==> config.mk <==
export PLATFORM = sky130hd
export DESIGN_NAME = sha256_stream_hasher
export DESIGN_NICKNAME = d
export VERILOG_FILES = /design/src/rtl/core/shs_pkg.sv /design/src/rtl/core/sha256_stream_hasher.sv /design/src/rtl/core/shs_datapath.sv /design/src/rtl/core/shs_ctrl.sv
export SDC_FILE = /design/constraint.sdc
export NUM_CORES = 2
export LEC_CHECK = 0
export ABC_AREA = 1
export CORE_UTILIZATION = 30
export CTS_BUF_LIST = sky130_fd_sc_hd__clkbuf_16
export DETAILED_ROUTE_END_ITERATION = 8
export DONT_BUFFER_PORTS = 1
export PLACE_DENSITY_LB_ADDON = 0.2
export RECOVER_POWER = 50
export SLEW_MARGIN = 25
export SYNTH_ARGS = -nofsm -noshare
export SYNTH_HDL_FRONTEND = slang
export SYNTH_SLANG_ARGS = --single-unit
==> constraint.sdc <==
create_clock -name clock -period 17.62 [get_ports clock]
set_input_delay 3.524 -clock clock [delete_from_list [all_inputs] [get_ports clock]]
set_output_delay 3.524 -clock clock [all_outputs]
set_load 0.01 [all_outputs]
==> src/rtl/core/shs_pkg.sv <==
// ----------------------------------------------------------------------------
// SHA-256 stream hasher package
// Shared command and status types, constants and the round functions.
// ----------------------------------------------------------------------------
package shs_pkg;

   localparam logic [7:0] PAD_BYTE   = 8'h80;
   localparam logic [5:0] FILL_LAST  = 6'd63;
   localparam logic [5:0] ROUND_LAST = 6'd63;
   localparam logic [2:0] WORD_LAST  = 3'd7;
   // Fill counts from 56 upwards have these three high bits.
   localparam logic [2:0] LEN_ZONE   = 3'b111;

   typedef enum logic [1:0] {
      SEL_MSG,
      SEL_PAD,
      SEL_ZERO,
      SEL_LEN
   } byte_sel_type;

   typedef struct packed {
      logic         shift_byte;
      byte_sel_type byte_sel;
      logic         count_bits;
      logic         load_work;
      logic         do_round;
      logic         update_hash;
      logic         init;
      logic [2:0]   word_idx;
   } cmd_type;

   typedef struct packed {
      logic [5:0] fill;
      logic       round_last;
   } sts_type;

   function automatic logic [31:0] rotr(input logic [31:0] x, input int n);
      rotr = (x >> n) | (x << (32 - n));
   endfunction

   function automatic logic [31:0] big_sigma0(input logic [31:0] x);
      big_sigma0 = rotr(x, 2) ^ rotr(x, 13) ^ rotr(x, 22);
   endfunction

   function automatic logic [31:0] big_sigma1(input logic [31:0] x);
      big_sigma1 = rotr(x, 6) ^ rotr(x, 11) ^ rotr(x, 25);
   endfunction

   function automatic logic [31:0] small_sigma0(input logic [31:0] x);
      small_sigma0 = rotr(x, 7) ^ rotr(x, 18) ^ (x >> 3);
   endfunction

   function automatic logic [31:0] small_sigma1(input logic [31:0] x);
      small_sigma1 = rotr(x, 17) ^ rotr(x, 19) ^ (x >> 10);
   endfunction

   function automatic logic [31:0] init_hash(input logic [2:0] i);
      case (i)
         3'd0:    init_hash = 32'h6a09e667;
         3'd1:    init_hash = 32'hbb67ae85;
         3'd2:    init_hash = 32'h3c6ef372;
         3'd3:    init_hash = 32'ha54ff53a;
         3'd4:    init_hash = 32'h510e527f;
         3'd5:    init_hash = 32'h9b05688c;
         3'd6:    init_hash = 32'h1f83d9ab;
         default: init_hash = 32'h5be0cd19;
      endcase
   endfunction

   function automatic logic [31:0] round_k(input logic [5:0] t);
      case (t)
         6'd0:  round_k = 32'h428a2f98;
         6'd1:  round_k = 32'h71374491;
         6'd2:  round_k = 32'hb5c0fbcf;
         6'd3:  round_k = 32'he9b5dba5;
         6'd4:  round_k = 32'h3956c25b;
         6'd5:  round_k = 32'h59f111f1;
         6'd6:  round_k = 32'h923f82a4;
         6'd7:  round_k = 32'hab1c5ed5;
         6'd8:  round_k = 32'hd807aa98;
         6'd9:  round_k = 32'h12835b01;
         6'd10: round_k = 32'h243185be;
         6'd11: round_k = 32'h550c7dc3;
         6'd12: round_k = 32'h72be5d74;
         6'd13: round_k = 32'h80deb1fe;
         6'd14: round_k = 32'h9bdc06a7;
         6'd15: round_k = 32'hc19bf174;
         6'd16: round_k = 32'he49b69c1;
         6'd17: round_k = 32'hefbe4786;
         6'd18: round_k = 32'h0fc19dc6;
         6'd19: round_k = 32'h240ca1cc;
         6'd20: round_k = 32'h2de92c6f;
         6'd21: round_k = 32'h4a7484aa;
         6'd22: round_k = 32'h5cb0a9dc;
         6'd23: round_k = 32'h76f988da;
         6'd24: round_k = 32'h983e5152;
         6'd25: round_k = 32'ha831c66d;
         6'd26: round_k = 32'hb00327c8;
         6'd27: round_k = 32'hbf597fc7;
         6'd28: round_k = 32'hc6e00bf3;
         6'd29: round_k = 32'hd5a79147;
         6'd30: round_k = 32'h06ca6351;
         6'd31: round_k = 32'h14292967;
         6'd32: round_k = 32'h27b70a85;
         6'd33: round_k = 32'h2e1b2138;
         6'd34: round_k = 32'h4d2c6dfc;
         6'd35: round_k = 32'h53380d13;
         6'd36: round_k = 32'h650a7354;
         6'd37: round_k = 32'h766a0abb;
         6'd38: round_k = 32'h81c2c92e;
         6'd39: round_k = 32'h92722c85;
         6'd40: round_k = 32'ha2bfe8a1;
         6'd41: round_k = 32'ha81a664b;
         6'd42: round_k = 32'hc24b8b70;
         6'd43: round_k = 32'hc76c51a3;
         6'd44: round_k = 32'hd192e819;
         6'd45: round_k = 32'hd6990624;
         6'd46: round_k = 32'hf40e3585;
         6'd47: round_k = 32'h106aa070;
         6'd48: round_k = 32'h19a4c116;
         6'd49: round_k = 32'h1e376c08;
         6'd50: round_k = 32'h2748774c;
         6'd51: round_k = 32'h34b0bcb5;
         6'd52: round_k = 32'h391c0cb3;
         6'd53: round_k = 32'h4ed8aa4a;
         6'd54: round_k = 32'h5b9cca4f;
         6'd55: round_k = 32'h682e6ff3;
         6'd56: round_k = 32'h748f82ee;
         6'd57: round_k = 32'h78a5636f;
         6'd58: round_k = 32'h84c87814;
         6'd59: round_k = 32'h8cc70208;
         6'd60: round_k = 32'h90befffa;
         6'd61: round_k = 32'ha4506ceb;
         6'd62: round_k = 32'hbef9a3f7;
         default: round_k = 32'hc67178f2;
      endcase
   endfunction

endpackage

==> src/rtl/core/sha256_stream_hasher.sv <==
// ----------------------------------------------------------------------------
// A message byte is taken whenever the hasher is idle; each completed block then
// goes through load, 64 rounds and hash update with the input stalled.
// A single round unit serves every block; no byte is taken while it works.
// End of message: padding bytes at one per cycle, one or two compressions, then
// eight digest items. Reset is synchronous and loads the initial hash.
// ----------------------------------------------------------------------------
// SHA-256 stream hasher
// Hashes a byte stream and emits the 256-bit digest as eight 32-bit words.
// ----------------------------------------------------------------------------
module sha256_stream_hasher (
   input  logic        clock,
   input  logic        reset,
   input  logic        req_valid,
   output logic        req_stall,
   input  logic [7:0]  req_data_byte,
   input  logic        req_has_byte,
   input  logic        req_end_of_message,
   output logic        rsp_valid,
   input  logic        rsp_stall,
   output logic [31:0] rsp_digest_word,
   output logic [2:0]  rsp_word_index,
   output logic        rsp_last_word
);

   shs_pkg::cmd_type cmd;
   shs_pkg::sts_type sts;

   shs_ctrl u_ctrl (
      .clock              (clock),
      .reset              (reset),
      .req_valid          (req_valid),
      .req_has_byte       (req_has_byte),
      .req_end_of_message (req_end_of_message),
      .req_stall          (req_stall),
      .rsp_valid          (rsp_valid),
      .rsp_stall          (rsp_stall),
      .rsp_word_index     (rsp_word_index),
      .rsp_last_word      (rsp_last_word),
      .sts                (sts),
      .cmd                (cmd)
   );

   shs_datapath u_datapath (
      .clock       (clock),
      .reset       (reset),
      .cmd         (cmd),
      .data_byte   (req_data_byte),
      .sts         (sts),
      .digest_word (rsp_digest_word)
   );

   // No new item is taken while the digest is being delivered.
   assert property (@(posedge clock) disable iff (reset) rsp_valid |-> req_stall)
      else $error("input accepted during digest output");

   // The last padded block always leaves the block buffer empty.
   assert property (@(posedge clock) disable iff (reset) rsp_valid |-> (sts.fill == 6'd0))
      else $error("digest offered with a partly filled block");

   // Delivering the last word returns the hasher to intake.
   assert property (@(posedge clock) disable iff (reset)
      (rsp_valid && !rsp_stall && rsp_last_word) |=> (!rsp_valid && !req_stall))
      else $error("hasher did not restart after the digest");

endmodule

==> src/rtl/core/shs_datapath.sv <==
// ----------------------------------------------------------------------------
// SHA-256 stream hasher datapath
// Block shift register doubling as schedule window, round unit, hash words,
// fill and bit counters.
// ----------------------------------------------------------------------------
module shs_datapath (
   input  logic             clock,
   input  logic             reset,
   input  shs_pkg::cmd_type cmd,
   input  logic [7:0]       data_byte,
   output shs_pkg::sts_type sts,
   output logic [31:0]      digest_word
);

   // Word 0 of the block sits in the top 32 bits.
   logic [511:0] blk_ff;
   logic [31:0]  work_ff [8];
   logic [31:0]  hash_ff [8];
   logic [5:0]   fill_ff;
   logic [63:0]  bits_ff;
   logic [5:0]   round_ff;

   logic [7:0]   byte_in;
   logic [31:0]  sched_word_in;
   logic [31:0]  work_in [8];
   logic [31:0]  t1;
   logic [31:0]  t2;
   logic [31:0]  ch;
   logic [31:0]  mj;

   always_comb begin
      case (cmd.byte_sel)
         shs_pkg::SEL_MSG:  byte_in = data_byte;
         shs_pkg::SEL_PAD:  byte_in = shs_pkg::PAD_BYTE;
         shs_pkg::SEL_LEN:  byte_in = bits_ff[{~fill_ff[2:0], 3'b000} +: 8];
         default:           byte_in = 8'h00;
      endcase
   end

   // The window rolls by one word each round; the word appended is W[t+16].
   assign sched_word_in = shs_pkg::small_sigma1(blk_ff[63:32]) + blk_ff[223:192]
                        + shs_pkg::small_sigma0(blk_ff[479:448]) + blk_ff[511:480];

   always_comb begin
      ch = (work_ff[4] & work_ff[5]) ^ (~work_ff[4] & work_ff[6]);
      mj = (work_ff[0] & work_ff[1]) ^ (work_ff[0] & work_ff[2])
         ^ (work_ff[1] & work_ff[2]);
      t1 = work_ff[7] + shs_pkg::big_sigma1(work_ff[4]) + ch
         + shs_pkg::round_k(round_ff) + blk_ff[511:480];
      t2 = shs_pkg::big_sigma0(work_ff[0]) + mj;
      work_in[0] = t1 + t2;
      work_in[1] = work_ff[0];
      work_in[2] = work_ff[1];
      work_in[3] = work_ff[2];
      work_in[4] = work_ff[3] + t1;
      work_in[5] = work_ff[4];
      work_in[6] = work_ff[5];
      work_in[7] = work_ff[6];
   end

   always_ff @(posedge clock) begin
      if (cmd.shift_byte) begin
         blk_ff <= {blk_ff[503:0], byte_in};
      end else if (cmd.do_round) begin
         blk_ff <= {blk_ff[479:0], sched_word_in};
      end
      for (int i = 0; i < 8; i++) begin
         if (cmd.load_work) begin
            work_ff[i] <= hash_ff[i];
         end else if (cmd.do_round) begin
            work_ff[i] <= work_in[i];
         end
      end
   end

   always_ff @(posedge clock) begin
      if (reset || cmd.init) begin
         fill_ff  <= '0;
         bits_ff  <= '0;
         round_ff <= '0;
         for (int i = 0; i < 8; i++) begin
            hash_ff[i] <= shs_pkg::init_hash(3'(i));
         end
      end else begin
         if (cmd.shift_byte) begin
            fill_ff <= fill_ff + 6'd1;
         end
         if (cmd.count_bits) begin
            bits_ff <= bits_ff + 64'd8;
         end
         if (cmd.load_work) begin
            round_ff <= '0;
         end else if (cmd.do_round) begin
            round_ff <= round_ff + 6'd1;
         end
         if (cmd.update_hash) begin
            for (int i = 0; i < 8; i++) begin
               hash_ff[i] <= hash_ff[i] + work_ff[i];
            end
         end
      end
   end

   assign sts.fill       = fill_ff;
   assign sts.round_last = (round_ff == shs_pkg::ROUND_LAST);
   assign digest_word    = hash_ff[cmd.word_idx];

endmodule

==> src/rtl/core/shs_ctrl.sv <==
// ----------------------------------------------------------------------------
// SHA-256 stream hasher controller
// Sequences byte intake, padding, compression rounds and digest output.
// ----------------------------------------------------------------------------
module shs_ctrl (
   input  logic             clock,
   input  logic             reset,
   input  logic             req_valid,
   input  logic             req_has_byte,
   input  logic             req_end_of_message,
   output logic             req_stall,
   output logic             rsp_valid,
   input  logic             rsp_stall,
   output logic [2:0]       rsp_word_index,
   output logic             rsp_last_word,
   input  shs_pkg::sts_type sts,
   output shs_pkg::cmd_type cmd
);

   typedef enum logic [2:0] {
      ST_IDLE,
      ST_LOAD,
      ST_ROUND,
      ST_UPDATE,
      ST_PAD,
      ST_OUT
   } state_type;

   state_type  state_ff;
   logic       padding_ff;   // the message has ended and is being padded
   logic       mark_ff;      // the 0x80 marker byte is still to be written
   logic       final_ff;     // the current block will carry the bit length
   logic       done_ff;      // the block being compressed is the last one
   logic       valid_ff;
   logic [2:0] idx_ff;

   logic       block_full;
   logic       final_now;
   logic       req_acc;
   logic       rsp_acc;

   assign req_stall  = (state_ff != ST_IDLE);
   assign req_acc    = req_valid && !req_stall;
   assign rsp_acc    = valid_ff && !rsp_stall;
   assign block_full = (sts.fill == shs_pkg::FILL_LAST);
   // A marker written at byte 56 or later leaves no room for the length.
   assign final_now  = mark_ff ? (sts.fill[5:3] != shs_pkg::LEN_ZONE) : final_ff;

   always_comb begin
      cmd            = '0;
      cmd.byte_sel   = shs_pkg::SEL_MSG;
      cmd.word_idx   = idx_ff;
      case (state_ff)
         ST_IDLE: begin
            cmd.shift_byte = req_acc && req_has_byte;
            cmd.count_bits = req_acc && req_has_byte;
         end
         ST_LOAD: begin
            cmd.load_work = 1'b1;
         end
         ST_ROUND: begin
            cmd.do_round = 1'b1;
         end
         ST_UPDATE: begin
            cmd.update_hash = 1'b1;
         end
         ST_PAD: begin
            cmd.shift_byte = 1'b1;
            if (mark_ff) begin
               cmd.byte_sel = shs_pkg::SEL_PAD;
            end else if (final_ff && sts.fill[5:3] == shs_pkg::LEN_ZONE) begin
               cmd.byte_sel = shs_pkg::SEL_LEN;
            end else begin
               cmd.byte_sel = shs_pkg::SEL_ZERO;
            end
         end
         ST_OUT: begin
            cmd.init = rsp_acc && (idx_ff == shs_pkg::WORD_LAST);
         end
         default: begin
            cmd = '0;
         end
      endcase
   end

   always_ff @(posedge clock) begin
      if (reset) begin
         state_ff   <= ST_IDLE;
         padding_ff <= 1'b0;
         mark_ff    <= 1'b0;
         final_ff   <= 1'b0;
         done_ff    <= 1'b0;
         valid_ff   <= 1'b0;
         idx_ff     <= '0;
      end else begin
         case (state_ff)
            ST_IDLE: begin
               if (req_acc) begin
                  padding_ff <= req_end_of_message;
                  mark_ff    <= req_end_of_message;
                  final_ff   <= 1'b0;
                  done_ff    <= 1'b0;
                  if (req_has_byte && block_full) begin
                     state_ff <= ST_LOAD;
                  end else if (req_end_of_message) begin
                     state_ff <= ST_PAD;
                  end
               end
            end
            ST_LOAD: begin
               state_ff <= ST_ROUND;
            end
            ST_ROUND: begin
               if (sts.round_last) begin
                  state_ff <= ST_UPDATE;
               end
            end
            ST_UPDATE: begin
               if (done_ff) begin
                  state_ff <= ST_OUT;
                  valid_ff <= 1'b1;
                  idx_ff   <= '0;
               end else if (padding_ff) begin
                  // Any block after the marker's own block carries the length.
                  state_ff <= ST_PAD;
                  final_ff <= 1'b1;
               end else begin
                  state_ff <= ST_IDLE;
               end
            end
            ST_PAD: begin
               mark_ff  <= 1'b0;
               final_ff <= final_now;
               if (block_full) begin
                  done_ff  <= final_now;
                  state_ff <= ST_LOAD;
               end
            end
            ST_OUT: begin
               if (rsp_acc) begin
                  if (idx_ff == shs_pkg::WORD_LAST) begin
                     valid_ff   <= 1'b0;
                     padding_ff <= 1'b0;
                     state_ff   <= ST_IDLE;
                  end else begin
                     idx_ff <= idx_ff + 3'd1;
                  end
               end
            end
            default: begin
               state_ff <= ST_IDLE;
            end
         endcase
      end
   end

   assign rsp_valid      = valid_ff;
   assign rsp_word_index = idx_ff;
   assign rsp_last_word  = (idx_ff == shs_pkg::WORD_LAST);

endmodule

* After elaboration in Yosys (flattened, before gate mapping)
Memories as Yosys holds them, arrays and structs flattened. A register that Yosys moved wholly into a read port is not among the register bits.
Index checks and enable logic that the tools add are counted.
** Operators by class
- $add $sub $neg :: 22
- Multiply operators :: 0
- Div/mod/pow operators :: 0
- Magnitude comparators :: 0
- Equality and inequality tests :: 22
- Shifts and indexed selects :: 1
- Muxes and demuxes :: 77
- Bitwise gates (word level) :: 44
- Reductions and logical operators :: 26
** Operators by type and width (number)
- $mux 512 :: 2
- $mux 32 :: 24
- $add 32x32->32 :: 18
- $xor 32x32->32 :: 9
- $and 32x32->32 :: 5
- $add 64x4->64 const B :: 1
- $shiftx 64x7->8 :: 1
- $mux 3 :: 13
- $not 32->32 :: 1
- $or 10x32->32 :: 1
- $or 13x32->32 :: 1
- $or 14x32->32 :: 1
- $or 15x32->32 :: 1
- $or 19x32->32 :: 1
- $or 21x32->32 :: 1
- $or 25x32->32 :: 1
- $or 26x32->32 :: 1
- $or 30x32->32 :: 1
- $or 7x32->32 :: 1
- $xor 32x22->32 :: 1
- $xor 32x29->32 :: 1
- $mux 1 :: 25
- $pmux 8 s3 :: 1
- $pmux 3 s6 :: 1
- other kinds (32) :: 79
** Word-level totals
- Bits in registers :: 599
- Latch bits :: 0
- RAM bits :: 512
- Memory bits (read-only) :: 2048
- Bits of input ports :: 14
- Output and inout bits :: 38
- Logic and storage cells :: 206
- Memories kept :: 3
** Memories
- (name not given) :: depth 64, bits a word 32, rd ports 1, clocked after memory_dff 1, wr ports 0, line shs_pkg.sv:71 : case (t)
- u_datapath.hash_ff :: depth 8, bits a word 32, rd ports 9, clocked after memory_dff 0, wr ports 8, line shs_datapath.sv:18 : logic [31:0] hash_ff [8];
- u_datapath.work_ff :: depth 8, bits a word 32, rd ports 8, clocked after memory_dff 0, wr ports 8, line shs_datapath.sv:17 : logic [31:0] work_ff [8];

* Longest topological paths before layout
An unclocked memory read counts as a cell.
- Depth after elaboration :: 10
- Mapped depth :: 36
- Depth with buffers taken out :: 36

* Modules after synthesis
Synthesis repeated with hierarchy kept, for this count alone.
** Second synthesis, totals
- Cell total of the unflattened synthesis :: 10425
- Area total of the unflattened synthesis :: 81463.1 um2
** By module, submodules not included
- shs_datapath :: times used 1, cells an instance 10287, area each 80661.1 um2, seq. area each 32851.5 um2
- shs_ctrl :: times used 1, cells an instance 138, area each 802.0 um2, seq. area each 220.2 um2

* Worst setup path after synthesis
Ideal clock, no wire load.
- Path type :: in2reg
- From :: input port req_has_byte
- To :: register u_datapath.blk_ff[0], enable pin
- Library setup time :: 3.633 ns
- Arrival time :: 12.672 ns
- Data required time :: 13.987 ns
- Setup slack :: 1.315 ns
- Stages on the path :: 6
- Buffers on the path :: 2
- Cell sequence :: nand3_2 nand2_1 clkinv_1 clkbuf_1 clkbuf_1 nand2_1
** Between the ends
- Word-level cells in the longest chain between the ends :: 3
** Ends and longest elaborated chain
- from (decl) :: line sha256_stream_hasher.sv:17 : input logic req_has_byte,
- $logic_and 1x1->1 :: line shs_ctrl.sv:55 : cmd.shift_byte = req_acc && req_has_byte;
- $pmux 1 s2 :: line shs_ctrl.sv:53 : case (state_ff)
- $reduce_bool 2->1 (no source line)
- to (signal assigned) :: line shs_datapath.sv:63 : blk_ff <= {blk_ff[503:0], byte_in};
- to (signal assigned) :: line shs_datapath.sv:65 : blk_ff <= {blk_ff[479:0], sched_word_in};
- to (decl) :: line shs_datapath.sv:16 : logic [511:0] blk_ff;
Every way passes these cells.
A chain may end at the register's enable or synchronous reset.

* Final worst setup path
- From :: input port req_valid
- To :: register u_datapath.blk_ff[128], enable pin
** Between the ends
- Word-level cells in the longest chain between the ends :: 4
** Ends and longest elaborated chain
- from (decl) :: line sha256_stream_hasher.sv:14 : input logic req_valid,
- $logic_and 1x1->1 :: line shs_ctrl.sv:43 : assign req_acc = req_valid && !req_stall;
- $logic_and 1x1->1 :: line shs_ctrl.sv:55
- $pmux 1 s2 :: line shs_ctrl.sv:53
- $reduce_bool 2->1 (no source line)
Every way passes these cells.

==> qor.yml <==
yosys:
  synth_compound_area_share_pct: 12.8
  ys_types: 54
  synth_most_common_cell: "nand2_1"
  synthTopCellsByArea: "edfxtp_1 38%, nand2_1 16%, ha_1 6.0%"
  ys_seq_area_share_pct: 40.7
  syn_nets: 11000
  synth.mux.area_fraction_pct: 0
  synth_top_family_by_area: "simple AND/OR/NAND/NOR gates"
  synth_common_cells: "3367 x nand2_1, 1058 x inv_1, 1024 x edfxtp_1"
  synth_top_area_share_pct: 37.8
  synth_adder_area_share_pct: 10.9
  synth-main-ff-cell: "edfxtp_1"
  synth-xor-area-share_pct: 4.00
  synthSimpleGateAreaFrac_pct: 24.8
  syn_area_sq_mm: 0.0813
  syn_inst: 10400
  avgSynthCellArea_sq_um: 7.82
  yosys.area.top_type: "edfxtp_1"
  synth_seq_cells: 1140
  synth_edf_count: 1024
  yosys_warnings: 0
  synthArstFlopShare_pct: 0
sta:
  finalSetupViolCount: 0
  finalCritPeriodShare_pct: 65.6
  setup_tns_ns: 0
  skew_ns: 0.0989
  rsz0062_at_grt: "no"
  fin_crit_ns: 11.57
  relSlewSlack_pct: -199
  tightest_slew_ns: 4.49
  hold_viol: 0
  clock.fmax_ghz: 0.0864
  drv_slew: 1313
status:
  status: "complete, but fails checks"
  violations: "capacitance limit, slew limit"
route:
  vias_per_cell: 5.27
  ant_nets: 0
  dr_total_vias: 73200
  drc: 0
  dr.pass1.iters: 6
  drtIter0Drc: 7989
  wire_per_inst_microns: 24.9
  wirelength_microns: 346000
grt:
  met3_usage_pct: 3.56
  grt_start_max_net_pins: 224
  grt_pass1_wl_microns: 493000
  grt_pass1_vias: 69700
  met1_usage_pct: 34.6
  antenna_found_initial: 14
  overflow: 0
  grt_util_met2_pct: 38.8
  grt_busiest_layer: "met2"
  track_usage_pct: 24.7
clocking:
  postCtsHoldBufs: 0
  post_cts_resized: 0
  post-cts-setup-buffers: 0
  cts_made_buffers: 151
  cts_root_buffer: "clkbuf_16"
  clock-sinks: 1140
  clock_latency_ns: 0.85
  ctsHtreeMaxLevel: 4
  cts_tree: "built"
  clkTransAtPathRegs_ns: 0.05
  cts_max_path_buffers: 4
critical_path:
  cp_common_cell: "buf_12"
  start_kind: "input port"
  crit_chain: "nand3_1, nand2_1, clkinvlp_2, nand2_4, buf_12, buf_12, buf_16"
  timing.critical_path.fanout_max: 164
  path_delay_family: "buffers and inverters"
  cp.arrival_ns: 12.03
  critPathBufInv: 4
  end_kind: "register"
  criticalPathCategory: "input port to register"
  slowest_stage: "clkinvlp_2"
  cp_data_required_time_ns: 18.08
  crit_path_max_incr_delay_ns: 3.19
die:
  die_y_microns: 523
  num_io_pins: 52
  row_count: 190
  die_w_microns: 523
  core_sq_mm: 0.269
  start_util_pct: 30.3
  die_area_sq_mm: 0.273
placed_design:
  io_buffers: 0
  place.gp.congestion: 0.982
  hpwl_microns: 269000
final_layout:
  layout-drive-gt1-share_pct: 3.83
  area_growth_pct: 10.1
  nets: 10800
run:
  maxCapViolCount: 23
min_path:
  hold_class: "register to register"
tightest hold or removal path: stages, from the launching register on:
cell and delay, ns:
dfxtp_1 0.30, nand2_1 0.06, a21oi_1 0.06
stage by stage:
| step | worst slack (ns) | cells | hold WS [ns] | utilization (%) | cell area [sq um] |
|---|---|---|---|---|---|
| final | 6.05 | 13900 | 0.464 | 33.3 | 89500 |
| after global routing | 5.08 | 13900 | 0.482 | 33.3 | 89500 |
| after CTS | 8.97 | 13900 | 0.467 | 33.4 | 89700 |
| after detailed placement | 9.89 | 13600 | 0.459 | 31.6 | 84800 |
| after global placement | 9.85 | 13600 | 0.451 | 31.6 | 84800 |
| after floorplan | 1.32 | 10400 | 0.437 | - | 81300 |
registers in the layout, indices dropped and copies added (netlist names), 3 cells and up, named ones only:
name,flops
u_ctrl.state_ff,3
u_datapath.bits_ff,61
u_datapath.hash_ff,256
u_datapath.work_ff,256
u_ctrl.rsp_word_index,3
u_datapath.round_ff,6
u_datapath.blk_ff,512
u_datapath.fill_ff,6
cells in the final DEF (no fill, tap or decap), drive strengths merged, types with 117 or more instances in the layout:
cell / netlist / layout
edfxtp: 1024 / 1024
ha: 393 / 393
xnor2: 173 / 173
clkbuf: 361 / 179
fa: 195 / 195
nand3: 549 / 549
xor2: 198 / 198
a21oi: 715 / 715
nand2: 3370 / 3370
inv: 1066 / 1098
nor2: 663 / 663
o21ai: 734 / 734
nand4: 117 / 117
metal layers:
| layer | share of wire (%) | vias up |
|---|---|---|
| li1 | - | 34300 |
| met5 | 0.022 | - |
| met1 | 45 | 35800 |
| met3 | 7.2 | 476 |
| met2 | 44 | 2691 |
| met4 | 3.6 | 12 |
kinds of logic after synthesis:
| group | Yosys count |
|---|---|
| DFF | 1140 |
| xor gates and xnor gates | 371 |
| and+or+nand+nor | 4955 |
| buffers and inverters | 1477 |
| adders and majority gates | 590 |
| AOI/OAI and AO/OA | 1864 |
final timing paths:
path | startpoint | to | slack [ns] | cells past startpoint
setup / recovery | req_valid | u_datapath.blk_ff[128] | 6.05 | 7
hold / removal | u_ctrl.final_ff | u_ctrl.final_ff | 0.46 | 2
setup reg to reg | u_ctrl.rsp_word_index[0] | u_datapath.hash_ff[2][8] | 7.04 | 12
hold reg to reg | u_ctrl.final_ff | u_ctrl.final_ff | 0.46 | 2
final cells by class:
class	count	area, sq um
Fill cell	28700	179000
Multi-Input combinational cell	7780	42600
Sequential cell	1140	33100
Tap cell	3552	4440
Inverter	1069	4020
Clock buffer	158	3950
Clock inverter	111	873
Timing Repair Buffer	66	528
Antenna cell	4	10.0
Power is left out: the tool's default activity adds up to more than one toggle a clock period on the data nets, which glitch-free logic cannot reach.
